<file path="src/sv/tsvc_pkg.sv">
// Shared types and constants for the trade size variation coefficient block.
package tsvc_pkg;

   localparam int TS_W       = 28;
   localparam int VOL_W      = 32;
   localparam int CNT_W      = 24;
   localparam int FRAC_W     = 8;
   localparam int DVD_W      = VOL_W + FRAC_W;
   localparam int VAR_W      = 24;
   localparam int QUO_W      = 48;
   localparam int Q_SHIFT    = 32;
   localparam int ROOT_STEPS = 24;
   localparam int MIN_BARS   = 3;

   typedef struct packed {
      logic [VOL_W-1:0] volume;
      logic [CNT_W-1:0] trade_count;
      logic             finite;
      logic             last_bar;
   } req_type;

   typedef struct packed {
      logic [VAR_W-1:0] variation;
      logic             defined;
   } rsp_type;

   typedef enum logic [3:0] {
      ST_IDLE, ST_DIV, ST_SQR, ST_ACC, ST_CHK, ST_MSS, ST_MQN,
      ST_MTN, ST_MDN, ST_QDIV, ST_ROOT, ST_DONE
   } state_type;

   typedef enum logic [1:0] {MUL_SS, MUL_QN, MUL_TN, MUL_DN} mul_sel_type;

   typedef struct packed {
      logic        load_req;
      logic        div_step;
      logic        sqr;
      logic        acc;
      logic        mul_load;
      logic        mul_step;
      logic        mul_save;
      mul_sel_type mul_sel;
      logic        qdiv_load;
      logic        qdiv_step;
      logic        root_load;
      logic        root_step;
      logic        finish;
   } cmd_type;

   typedef struct packed {
      logic last;
      logic ok;
   } sts_type;

endpackage

</file>
<file path="src/sv/tsvc_ctrl.sv">
// Controller state machine that sequences the datapath for each item.
module tsvc_ctrl #(
   parameter int MAX_SAMPLES = 256
) (
   input  logic              clock,
   input  logic              reset,
   input  logic              req_valid,
   output logic              req_stall,
   output logic              rsp_valid,
   input  logic              rsp_stall,
   output tsvc_pkg::cmd_type cmd,
   input  tsvc_pkg::sts_type sts
);

   localparam int CW     = $clog2(MAX_SAMPLES + 1);
   localparam int SW     = tsvc_pkg::TS_W + CW;
   localparam int PW     = 2 * tsvc_pkg::TS_W + 3 * CW;
   localparam int QDIV_N = PW + tsvc_pkg::Q_SHIFT;
   localparam int CNTW   = $clog2(QDIV_N + 2);

   tsvc_pkg::state_type state_ff, state_in;
   logic [CNTW-1:0]     cnt_ff, cnt_in;
   logic                rsp_valid_ff, rsp_valid_in;
   logic                out_free;

   assign out_free  = !rsp_valid_ff || !rsp_stall;
   assign req_stall = (state_ff != tsvc_pkg::ST_IDLE);
   assign rsp_valid = rsp_valid_ff;
   assign rsp_valid_in = cmd.finish ? 1'b1 : (rsp_valid_ff && rsp_stall);

   always_ff @(posedge clock) begin
      if (reset) begin
         state_ff     <= tsvc_pkg::ST_IDLE;
         cnt_ff       <= '0;
         rsp_valid_ff <= 1'b0;
      end else begin
         state_ff     <= state_in;
         cnt_ff       <= cnt_in;
         rsp_valid_ff <= rsp_valid_in;
      end
   end

   always_comb begin
      cmd      = '0;
      state_in = state_ff;
      cnt_in   = cnt_ff + 1'b1;
      unique case (state_ff) inside
         tsvc_pkg::ST_IDLE: begin
            cnt_in = '0;
            if (req_valid) begin
               cmd.load_req = 1'b1;
               state_in     = tsvc_pkg::ST_DIV;
            end
         end
         tsvc_pkg::ST_DIV: begin
            cmd.div_step = 1'b1;
            if (cnt_ff == CNTW'(tsvc_pkg::DVD_W - 1)) begin
               state_in = tsvc_pkg::ST_SQR;
            end
         end
         tsvc_pkg::ST_SQR: begin
            cmd.sqr  = 1'b1;
            state_in = tsvc_pkg::ST_ACC;
         end
         tsvc_pkg::ST_ACC: begin
            cmd.acc  = 1'b1;
            state_in = sts.last ? tsvc_pkg::ST_CHK : tsvc_pkg::ST_IDLE;
         end
         tsvc_pkg::ST_CHK: begin
            cnt_in   = '0;
            state_in = sts.ok ? tsvc_pkg::ST_MSS : tsvc_pkg::ST_DONE;
         end
         tsvc_pkg::ST_MSS, tsvc_pkg::ST_MQN, tsvc_pkg::ST_MTN, tsvc_pkg::ST_MDN: begin
            case (state_ff)
               tsvc_pkg::ST_MSS: cmd.mul_sel = tsvc_pkg::MUL_SS;
               tsvc_pkg::ST_MQN: cmd.mul_sel = tsvc_pkg::MUL_QN;
               tsvc_pkg::ST_MTN: cmd.mul_sel = tsvc_pkg::MUL_TN;
               default:          cmd.mul_sel = tsvc_pkg::MUL_DN;
            endcase
            if (cnt_ff == '0) begin
               cmd.mul_load = 1'b1;
            end else if (cnt_ff <= CNTW'(SW)) begin
               cmd.mul_step = 1'b1;
            end else begin
               cmd.mul_save = 1'b1;
               cnt_in       = '0;
               case (state_ff)
                  tsvc_pkg::ST_MSS: state_in = tsvc_pkg::ST_MQN;
                  tsvc_pkg::ST_MQN: state_in = tsvc_pkg::ST_MTN;
                  tsvc_pkg::ST_MTN: state_in = tsvc_pkg::ST_MDN;
                  default:          state_in = tsvc_pkg::ST_QDIV;
               endcase
            end
         end
         tsvc_pkg::ST_QDIV: begin
            if (cnt_ff == '0) begin
               cmd.qdiv_load = 1'b1;
            end else if (cnt_ff <= CNTW'(QDIV_N)) begin
               cmd.qdiv_step = 1'b1;
            end else begin
               cnt_in   = '0;
               state_in = tsvc_pkg::ST_ROOT;
            end
         end
         tsvc_pkg::ST_ROOT: begin
            if (cnt_ff == '0) begin
               cmd.root_load = 1'b1;
            end else if (cnt_ff <= CNTW'(tsvc_pkg::ROOT_STEPS)) begin
               cmd.root_step = 1'b1;
            end else begin
               cnt_in   = '0;
               state_in = tsvc_pkg::ST_DONE;
            end
         end
         tsvc_pkg::ST_DONE: begin
            cnt_in = '0;
            if (out_free) begin
               cmd.finish = 1'b1;
               state_in   = tsvc_pkg::ST_IDLE;
            end
         end
         default: begin
            state_in = tsvc_pkg::ST_IDLE;
         end
      endcase
   end

endmodule

</file>
<file path="src/sv/tsvc_dp.sv">
// Datapath with trade size divider, accumulators, multiplier, divider and square root.
module tsvc_dp #(
   parameter int MAX_SAMPLES = 256
) (
   input  logic              clock,
   input  logic              reset,
   input  tsvc_pkg::req_type req_data,
   output tsvc_pkg::rsp_type rsp_data,
   input  tsvc_pkg::cmd_type cmd,
   output tsvc_pkg::sts_type sts
);

   localparam int CW  = $clog2(MAX_SAMPLES + 1);
   localparam int SW  = tsvc_pkg::TS_W + CW;
   localparam int QW  = 2 * tsvc_pkg::TS_W + CW;
   localparam int PW  = 2 * tsvc_pkg::TS_W + 3 * CW;
   localparam int DW  = PW + tsvc_pkg::Q_SHIFT;
   localparam int DV  = tsvc_pkg::DVD_W;
   localparam int TW  = tsvc_pkg::TS_W;
   localparam int QU  = tsvc_pkg::QUO_W;

   tsvc_pkg::req_type req_ff;
   logic [DV-1:0]          dvd_ff;
   logic [tsvc_pkg::CNT_W:0] rem_ff;
   logic [DV-1:0]          quo_ff;
   logic [2*TW-1:0]        tsq_ff;
   logic [SW-1:0]          sum_ff;
   logic [QW-1:0]          sq_ff;
   logic [CW-1:0]          n_ff;
   logic [PW-1:0]          ma_ff, macc_ff, s2_ff, num_ff, top_ff, den_ff;
   logic [SW-1:0]          mb_ff;
   logic [DW-1:0]          qd_ff;
   logic [PW:0]            qr_ff;
   logic [QU:0]            qq_ff;
   logic                   sat_ff;
   logic [QU-1:0]          rq_ff, rres_ff, rbit_ff;
   tsvc_pkg::rsp_type      rsp_ff;

   logic [tsvc_pkg::CNT_W:0] div_sh;
   logic                   div_ge;
   logic [TW-1:0]          ts_sat;
   logic                   use_bar;
   logic                   ok;
   logic [PW:0]            qd_sh;
   logic                   qd_ge;
   logic [QU:0]            qq_next;
   logic [QU:0]            root_t;

   assign div_sh  = {rem_ff[tsvc_pkg::CNT_W-1:0], dvd_ff[DV-1]};
   assign div_ge  = div_sh >= {1'b0, req_ff.trade_count};
   assign ts_sat  = (quo_ff[DV-1:TW] != '0) ? '1 : quo_ff[TW-1:0];
   assign use_bar = req_ff.finite && (req_ff.trade_count != '0)
                    && (n_ff < CW'(MAX_SAMPLES));
   assign ok      = (n_ff >= CW'(tsvc_pkg::MIN_BARS)) && (sum_ff != '0);
   assign qd_sh   = {qr_ff[PW-1:0], qd_ff[DW-1]};
   assign qd_ge   = qd_sh >= {1'b0, den_ff};
   assign qq_next = {qq_ff[QU-1:0], qd_ge};
   assign root_t  = {1'b0, rres_ff} + {1'b0, rbit_ff};

   assign sts.last = req_ff.last_bar;
   assign sts.ok   = ok;
   assign rsp_data = rsp_ff;

   always_ff @(posedge clock) begin
      if (reset) begin
         sum_ff <= '0;
         sq_ff  <= '0;
         n_ff   <= '0;
      end else if (cmd.finish) begin
         sum_ff <= '0;
         sq_ff  <= '0;
         n_ff   <= '0;
      end else if (cmd.acc && use_bar) begin
         sum_ff <= sum_ff + SW'(ts_sat);
         sq_ff  <= sq_ff + QW'(tsq_ff);
         n_ff   <= n_ff + 1'b1;
      end
   end

   always_ff @(posedge clock) begin
      if (cmd.load_req) begin
         req_ff <= req_data;
         dvd_ff <= {req_data.volume, {tsvc_pkg::FRAC_W{1'b0}}};
         rem_ff <= '0;
         quo_ff <= '0;
      end else if (cmd.div_step) begin
         dvd_ff <= {dvd_ff[DV-2:0], 1'b0};
         rem_ff <= div_ge ? div_sh - {1'b0, req_ff.trade_count} : div_sh;
         quo_ff <= {quo_ff[DV-2:0], div_ge};
      end
      if (cmd.sqr) begin
         tsq_ff <= ts_sat * ts_sat;
      end
      if (cmd.mul_load) begin
         macc_ff <= '0;
         case (cmd.mul_sel)
            tsvc_pkg::MUL_SS: begin
               ma_ff <= PW'(sum_ff);
               mb_ff <= sum_ff;
            end
            tsvc_pkg::MUL_QN: begin
               ma_ff <= PW'(sq_ff);
               mb_ff <= SW'(n_ff);
            end
            tsvc_pkg::MUL_TN: begin
               ma_ff <= num_ff;
               mb_ff <= SW'(n_ff);
            end
            default: begin
               ma_ff <= s2_ff;
               mb_ff <= SW'(n_ff - 1'b1);
            end
         endcase
      end else if (cmd.mul_step) begin
         if (mb_ff[0]) begin
            macc_ff <= macc_ff + ma_ff;
         end
         ma_ff <= {ma_ff[PW-2:0], 1'b0};
         mb_ff <= {1'b0, mb_ff[SW-1:1]};
      end
      if (cmd.mul_save) begin
         case (cmd.mul_sel)
            tsvc_pkg::MUL_SS: s2_ff  <= macc_ff;
            tsvc_pkg::MUL_QN: num_ff <= (macc_ff >= s2_ff) ? macc_ff - s2_ff : '0;
            tsvc_pkg::MUL_TN: top_ff <= macc_ff;
            default:          den_ff <= macc_ff;
         endcase
      end
      if (cmd.qdiv_load) begin
         qd_ff  <= {top_ff, {tsvc_pkg::Q_SHIFT{1'b0}}};
         qr_ff  <= '0;
         qq_ff  <= '0;
         sat_ff <= 1'b0;
      end else if (cmd.qdiv_step) begin
         qd_ff <= {qd_ff[DW-2:0], 1'b0};
         qr_ff <= qd_ge ? qd_sh - {1'b0, den_ff} : qd_sh;
         if (!sat_ff) begin
            qq_ff  <= qq_next;
            sat_ff <= qq_next[QU];
         end
      end
      if (cmd.root_load) begin
         rq_ff   <= qq_ff[QU-1:0];
         rres_ff <= '0;
         rbit_ff <= QU'(1) << (QU - 2);
      end else if (cmd.root_step) begin
         if ({1'b0, rq_ff} >= root_t) begin
            rq_ff   <= rq_ff - root_t[QU-1:0];
            rres_ff <= (rres_ff >> 1) + rbit_ff;
         end else begin
            rres_ff <= rres_ff >> 1;
         end
         rbit_ff <= rbit_ff >> 2;
      end
      if (cmd.finish) begin
         rsp_ff.defined <= ok;
         if (!ok) begin
            rsp_ff.variation <= '0;
         end else if (sat_ff) begin
            rsp_ff.variation <= '1;
         end else begin
            rsp_ff.variation <= rres_ff[tsvc_pkg::VAR_W-1:0];
         end
      end
   end

endmodule

</file>
<file path="src/sv/trade_size_variation_coefficient_core.sv">
// Top level of the trade size variation coefficient block.
// Each input item is one bar: volume, trade count, a finite flag and a
// last-of-series flag. A usable bar has its trade size formed as
// volume * 256 / trade_count in Q20.8, saturating, and accumulated.
// A bar with last_bar set gives exactly one result item after it is
// accumulated: the sample coefficient of variation in Q8.16 and a flag
// that is set when at least three bars were used and their sum is
// positive. The accumulators then clear for the next series.
// One item is handled at a time. A bar that does not end a series goes
// through the bit-serial trade size divider. A bar that ends a defined
// series adds four shift-add multiplications with an SW-bit multiplier,
// a restoring division of a PW-bit numerator shifted left by 32 and a
// square root, where SW = 28 + CW, PW = 56 + 3 * CW and
// CW = clog2(MAX_SAMPLES+1). The result sits in an output register, so the
// next item is taken while it waits under rsp_stall; a later result waits
// until that one has gone. Synchronous reset returns the controller to
// idle, drops rsp_valid and clears the accumulators.
module trade_size_variation_coefficient_core #(
   parameter int MAX_SAMPLES = 256
) (
   input  logic              clock,
   input  logic              reset,
   input  logic              req_valid,
   output logic              req_stall,
   input  tsvc_pkg::req_type req_data,
   output logic              rsp_valid,
   input  logic              rsp_stall,
   output tsvc_pkg::rsp_type rsp_data
);

   tsvc_pkg::cmd_type cmd;
   tsvc_pkg::sts_type sts;

   tsvc_ctrl #(
      .MAX_SAMPLES(MAX_SAMPLES)
   ) u_ctrl (
      .clock     (clock),
      .reset     (reset),
      .req_valid (req_valid),
      .req_stall (req_stall),
      .rsp_valid (rsp_valid),
      .rsp_stall (rsp_stall),
      .cmd       (cmd),
      .sts       (sts)
   );

   tsvc_dp #(
      .MAX_SAMPLES(MAX_SAMPLES)
   ) u_dp (
      .clock    (clock),
      .reset    (reset),
      .req_data (req_data),
      .rsp_data (rsp_data),
      .cmd      (cmd),
      .sts      (sts)
   );

endmodule
</file>
<file path="config.mk">
export PLATFORM = sky130hd
export DESIGN_NAME = trade_size_variation_coefficient_core
export DESIGN_NICKNAME = d
export VERILOG_FILES = /design/src/sv/tsvc_pkg.sv /design/src/sv/tsvc_ctrl.sv /design/src/sv/tsvc_dp.sv /design/src/sv/trade_size_variation_coefficient_core.sv
export SDC_FILE = /design/constraint.sdc
export NUM_CORES = 2
export LEC_CHECK = 0
export ABC_AREA = 0
export ABC_CLOCK_PERIOD_IN_PS = 8800
export BUFFER_PORTS_ARGS = -buffer_cell sky130_fd_sc_hd__buf_2
export CAP_MARGIN = 20
export CORE_ASPECT_RATIO = 0.6
export CORE_MARGIN = 5
export CORE_UTILIZATION = 51
export CTS_CLUSTER_SIZE = 8
export DETAILED_ROUTE_END_ITERATION = 16
export PLACE_DENSITY = 0.79
export SLEW_MARGIN = 10
export SYNTH_ARGS = -nofsm -noshare
export SYNTH_HDL_FRONTEND = slang
export SYNTH_SLANG_ARGS = --single-unit
</file>
<file path="constraint.sdc">
create_clock -name clock -period 8.8 [get_ports clock]
set_input_delay 0.88 -clock clock [delete_from_list [all_inputs] [get_ports clock]]
set_output_delay 0.88 -clock clock [all_outputs]
set_load 0.05 [all_outputs]
</file>
# After elaboration in Yosys (flattened, before gate mapping)
# Cells that the tools add are included.
# word_totals
regBits	1196
latchBits	0
mem_bits_rw	0
romBits	0
inputBits	62
out_inout_bits	27
elab_cells	168
mem_count	0
# classes
add_sub_neg	12
multipliers	1
div_mod_pow	0
n_lt_le_gt_ge	9
n_eq_ne	23
shifts	0
mux	59
bitwise_logic	2
n_reduce_logical	33
# op_table
op	count
2-to-1 mux 83 bit	3
case mux 83 bit (3 select lines)	1
2-to-1 mux 115 bit	2
2-to-1 mux 48 bit	4
subtractor 83 bit	2
greater-or-equal comparator 84 x 83 -> 1 bit	1
adder 83 bit	1
greater-or-equal comparator 83 bit	1
2-to-1 mux 40 bit	2
2-to-1 mux 37 bit	2
case mux 37 bit (2 select lines)	1
adder 65 x 56 -> 65 bit	1
multiplier 28 x 28 -> 56 bit	1
adder 48 x 47 -> 49 bit	1
greater-or-equal comparator 48 x 49 -> 1 bit	1
adder 47 x 47 -> 48 bit	1
2-to-1 mux 24 bit	2
subtractor 48 bit	1
2-to-1 mux 7 bit	6
2-to-1 mux 4 bit	10
adder 37 x 28 -> 37 bit	1
nonzero test 37 bit	1
case mux 4 bit (9 select lines)	1
2-to-1 mux 28 bit	1
42 further kinds	91

# Longest topological paths before layout
# depth
depth_word	8
mapped_depth	35
depth_no_buf	32

# Modules after synthesis
# Synthesis repeated with hierarchy kept, for this count alone.
# hier_totals
cells_unflattened	10258
area_unflattened_um2	94297.9
# by_module_without_submodules
mod	n_inst	cells_each	area_each_um2	seq_area_each_um2
tsvc_dp	1	10134	93335.8	30899.6
tsvc_ctrl	1	124	962.2	240.2

# Worst setup path before layout
# No wires, ideal clock.
# synth_timing
path_type	register to register
from	register u_dp.quo_ff[31]
to	register u_dp.tsq_ff[48], data pin
setup_time_ps	260
arrival_ps	8329
t_required_ps	8540
slack_ps	211
stages_incl_launch_ff	35
n_path_buf	4
synth_period_minus_slack_ps	8589
cell_sequence	dfxtp_1 > nor4_1 > nand3_1 > clkbuf_1 > or2_2 > clkbuf_1 > inv_1 > clkbuf_1 > nor2_1 > fa_1 > inv_1 > fa_1 > inv_1 > fa_1 > inv_1 > fa_1 > inv_1 > fa_1 > fa_1 > inv_1 > fa_1 > inv_1 > ha_1 > clkbuf_1 > a21o_1 > a21o_1 > a21oi_1 > o31ai_1 > a221o_1 > a2111oi_0 > o21bai_1 > a21o_1 > nor2b_1 > a31oi_1 > xnor2_1
# synth_via
elab_chain_cells	3
# synth_lines
element	line_no	text
from (decl)	tsvc_dp.sv:25	logic [DV-1:0] quo_ff;
from (signal assigned)	tsvc_dp.sv:89	quo_ff <= {quo_ff[DV-2:0], div_ge};
nonzero test 12 bit	tsvc_dp.sv:51	assign ts_sat = (quo_ff[DV-1:TW] != '0) ? '1 : quo_ff[TW-1:0];
2-to-1 mux 28 bit	tsvc_dp.sv:51	
multiplier 28 x 28 -> 56 bit	tsvc_dp.sv:92	tsq_ff <= ts_sat * ts_sat;
to (signal assigned)	tsvc_dp.sv:92	
to (decl)	tsvc_dp.sv:26	logic [2*TW-1:0] tsq_ff;
# No other way between the ends.
# A chain may end at the register's enable or synchronous reset.

# Worst setup path after layout
# layout_timing
from	register u_dp.quo_ff[34]
to	register u_dp.tsq_ff[48], data pin
# The elaborated chain is that of the path after synthesis.

==> run_results.csv <==
group,metric,value,unit
cts,htreeDepth,4,
finish,design_area,103000,µm²
synth,ys_ff_latch,1195,
detailed_routing,avgViaCountPerCell,5.99,
setup_path,slowest_delay,0.59,ns
detailed_routing,first_pass_iters,6,
sta,fin_crit_sh,0.974,
floorplanning,ioPinCount,89,
cts,path_clk_slew,0.05,ns
cts,cts_sinks,1195,
floorplanning,die_w,563,µm
power_and_ir_drop,leakage,46.3,nW
finish,final_net_count,12100,
cts,cts_buffers,176,
place,dp_slack,-0.245,ns
synth,synth_edf_count,721,
finish,synthToLayoutAreaGrowth,10.4,%
floorplanning,core,182000,µm²
synth,yosysWarnings,0,
synth,syn_area_per_cell,8.77,µm²
sta,rsz0062_at_grt,"yes",
cts,cts_hold_buf,0,
cts,clockBufferDepth,4,
finish,multiInputGateArea,56200,µm²
place,dp_hpwl,215,mm
finish,drive_gt1_frac,0.0702,
min_path,hold_path_class,"input pin to flop",
setup_path,cp.arrival,9.13,ns
sta,slew_headroom,0.179,
floorplanning,dieArea,192000,µm²
synth,synth_fp_nets,12000,
setup_path,critPathLaunchType,"flop",
finish,final_cells,13300,
synth,synth_ff_type,"edfxtp_1",
setup_path,rrSetupSlack,0.23,ns
detailed_routing,wl_per_cell,20.9,µm
place,dpl_cell_area,98000,µm²
synth,async_reset_ff_frac,0,
sta,setup_slack,0.232,ns
setup_path,critPathMostFrequentCell,"fa_1",
sta,slew_violations,0,
finish,regArea,31100,µm²
synth,synthesis.area,93500,µm²
setup_path,worstPathRequired,9.36,ns
sta,fmax,117,MHz
detailed_routing,via_count,79900,
detailed_routing,drc,0,
place,portBuffers,88,
place,place_inst,13000,
setup_path,path_delay_family,"adder cells",
sta,report.final.setup_viol,0,
setup_path,crit_fanout,18,
detailed_routing,ant_nets,0,
sta,worstMarginPinSlew,1.22,ns
sta,fin_crit,8.57,ns
job,drv_cap,0,
sta,final-hold-violation-count,0,
synth,synthCells,10700,
synth,yosysSeqAreaShare,0.333,
cts,clock-root-buffer,"clkbuf_16",
finish,utilization,0.568,
synth,ys_types,99,
cts,cts_tree,"built",
setup_path,critPathKind,"flop to flop",
global_route,grt_usage,0.283,
global_route,antenna_found_initial,10,
global_route,grt_max_degree,130,
place,gp_congestion,1.04,
detailed_routing,drt_iter0_markers,10000,
power_and_ir_drop,ir_drop,0.180,mV
floorplanning,row_count,121,
sta,finalClockSkew,0.0768,ns
global_route,grt_pass1_wl,438,mm
finish,fillers,15700,
power_and_ir_drop,totalPowerFinal,15.1,mW
power_and_ir_drop,p_per_area,146,nW/µm²
global_route,grt_pass1_vias,76700,
status,outcome,"completed",
floorplanning,die_h,342,µm
floorplanning,start_util,0.514,
setup_path,crit_buf_inv,10,
global_route,overflow,0,
setup_path,cp_slowest_cell,"fa_1",
setup_path,endpoint_kind,"flop",
cts,clock_latency,0.83,ns
detailed_routing,routed_wirelength,279,mm
==> worst paths after layout <==
check	cells past startpoint	from	endpoint
min reg2reg	2	u_dp.qq_ff[11]$_SDFFE_PP0P_	u_dp.qq_ff[12]$_SDFFE_PP0P_
max reg2reg	33	u_dp.quo_ff[34]$_SDFFE_PP0P_	u_dp.tsq_ff[48]$_DFFE_PP_
max	33	u_dp.quo_ff[34]$_SDFFE_PP0P_	u_dp.tsq_ff[48]$_DFFE_PP_
min	1	req_data[18]	u_dp.req_ff[18]$_DFFE_PP_
==> state kept, by name (all words and copies together) (netlist names), 37 cells and up <==
| register | flops |
|---|---|
| u_dp.tsq_ff | 55 |
| u_dp.macc_ff | 83 |
| u_dp.den_ff | 83 |
| u_dp.s2_ff | 83 |
| u_dp.mb_ff | 37 |
| u_dp.qr_ff | 83 |
| u_dp.num_ff | 83 |
| u_dp.sq_ff | 65 |
| u_dp.quo_ff | 40 |
| u_dp.sum_ff | 37 |
| u_dp.top_ff | 83 |
| u_dp.qd_ff | 83 |
| u_dp.rq_ff | 48 |
| u_dp.rres_ff | 48 |
| u_dp.ma_ff | 83 |
| u_dp.qq_ff | 48 |
==> synthesized netlist by cell type, types with 281 or more instances <==
| cell type | count | area share |
|---|---|---|
| nand2_1 | 1587 | 0.064 |
| inv_1 | 1208 | 0.048 |
| a21oi_1 | 958 | 0.051 |
| nor2_1 | 947 | 0.038 |
| edfxtp_1 | 721 | 0.23 |
| ha_1 | 674 | 0.090 |
| fa_1 | 619 | 0.13 |
| dfxtp_1 | 474 | 0.10 |
| o21ai_0 | 456 | 0.024 |
| clkbuf_1 | 443 | 0.018 |
| a21o_1 | 293 | 0.024 |
| xnor2_1 | 281 | 0.026 |
==> cell type report <==
class,count,area share
diodes,2,0.0000485
clock buffers,303,0.0477
clock inverters,7,0.00102
inverters,1219,0.0443
multi-input cells,7742,0.544
flip-flops and latches,1195,0.301
well taps,2460,0.0298
repair buffers,418,0.0312
==> placed cells by master (no fill, tap or decap), drive strengths merged, types with 26 or more instances in the layout <==
master / netlist / routed
mux2i: 37 / 37
ha: 674 / 674
o21bai: 96 / 96
nand3: 158 / 158
o22ai: 26 / 26
nand4: 145 / 145
fa: 619 / 619
a21oi: 958 / 958
a22oi: 74 / 74
nor3: 125 / 125
dfxtp: 474 / 474
or3: 35 / 35
nand2b: 54 / 54
buf: 70 / 416
o21ai: 486 / 486
and3: 68 / 68
a211oi: 117 / 117
nor2: 947 / 947
o211ai: 39 / 39
clkbuf: 444 / 305
nand2: 1588 / 1588
xnor2: 281 / 281
nor4: 34 / 34
a21o: 293 / 293
o31ai: 37 / 37
a31oi: 132 / 132
xor2: 223 / 223
edfxtp: 721 / 721
a221oi: 42 / 42
and2: 42 / 42
inv: 1209 / 1213
o21a: 51 / 51
nor2b: 70 / 70
or2: 33 / 33
==> metrics by stage <==
stage,hold slack (ns),setup TNS (ns)
6_report,0.230,0
5_1_grt,0.204,-0.148
4_1_cts,0.177,0
3_5_place_dp,0.453,-0.470
3_3_place_gp,0.447,-1.84
2_1_floorplan,0.427,0
==> layer usage <==
metal  global-route usage  up-vias  wire length [µm]
li1                     -    36600                 -
met1                0.445    38500            127000
met2                0.382     4377            108000
met3               0.0869      425             39100
met4               0.0486        8              4730
met5                    0        -               132
==> logic make-up after synthesis <==
logic type,count (synthesis),share of synthesized area
AND/OR/NAND/NOR,3345,0.153
AO/OA/AOI/OAI,2561,0.170
adder cells (fa/ha/maj),1293,0.223
flip-flops,1195,0.333
XOR/XNOR,504,0.0472
buffers and inverters,1733,0.0700
multiplexers,39,0.00420
==> where the power goes <==
part,internal [mW],switching [mW],leakage (nW)
Combinational,0.761,1.47,33.8
Clock,3.79,2.59,2.39
Sequential,6.26,0.246,10.2
Total,10.8,4.30,46.3
==> repair_timing <==
item	4_1_cts	5_1_grt
endpoints found under the setup margin	4	22
hold endpoints to repair	0	0
pin swaps	0	13
resized for setup	2	60
setup buffers	0	8
cloned	0	1
Power figures use the tool's default switching activity.
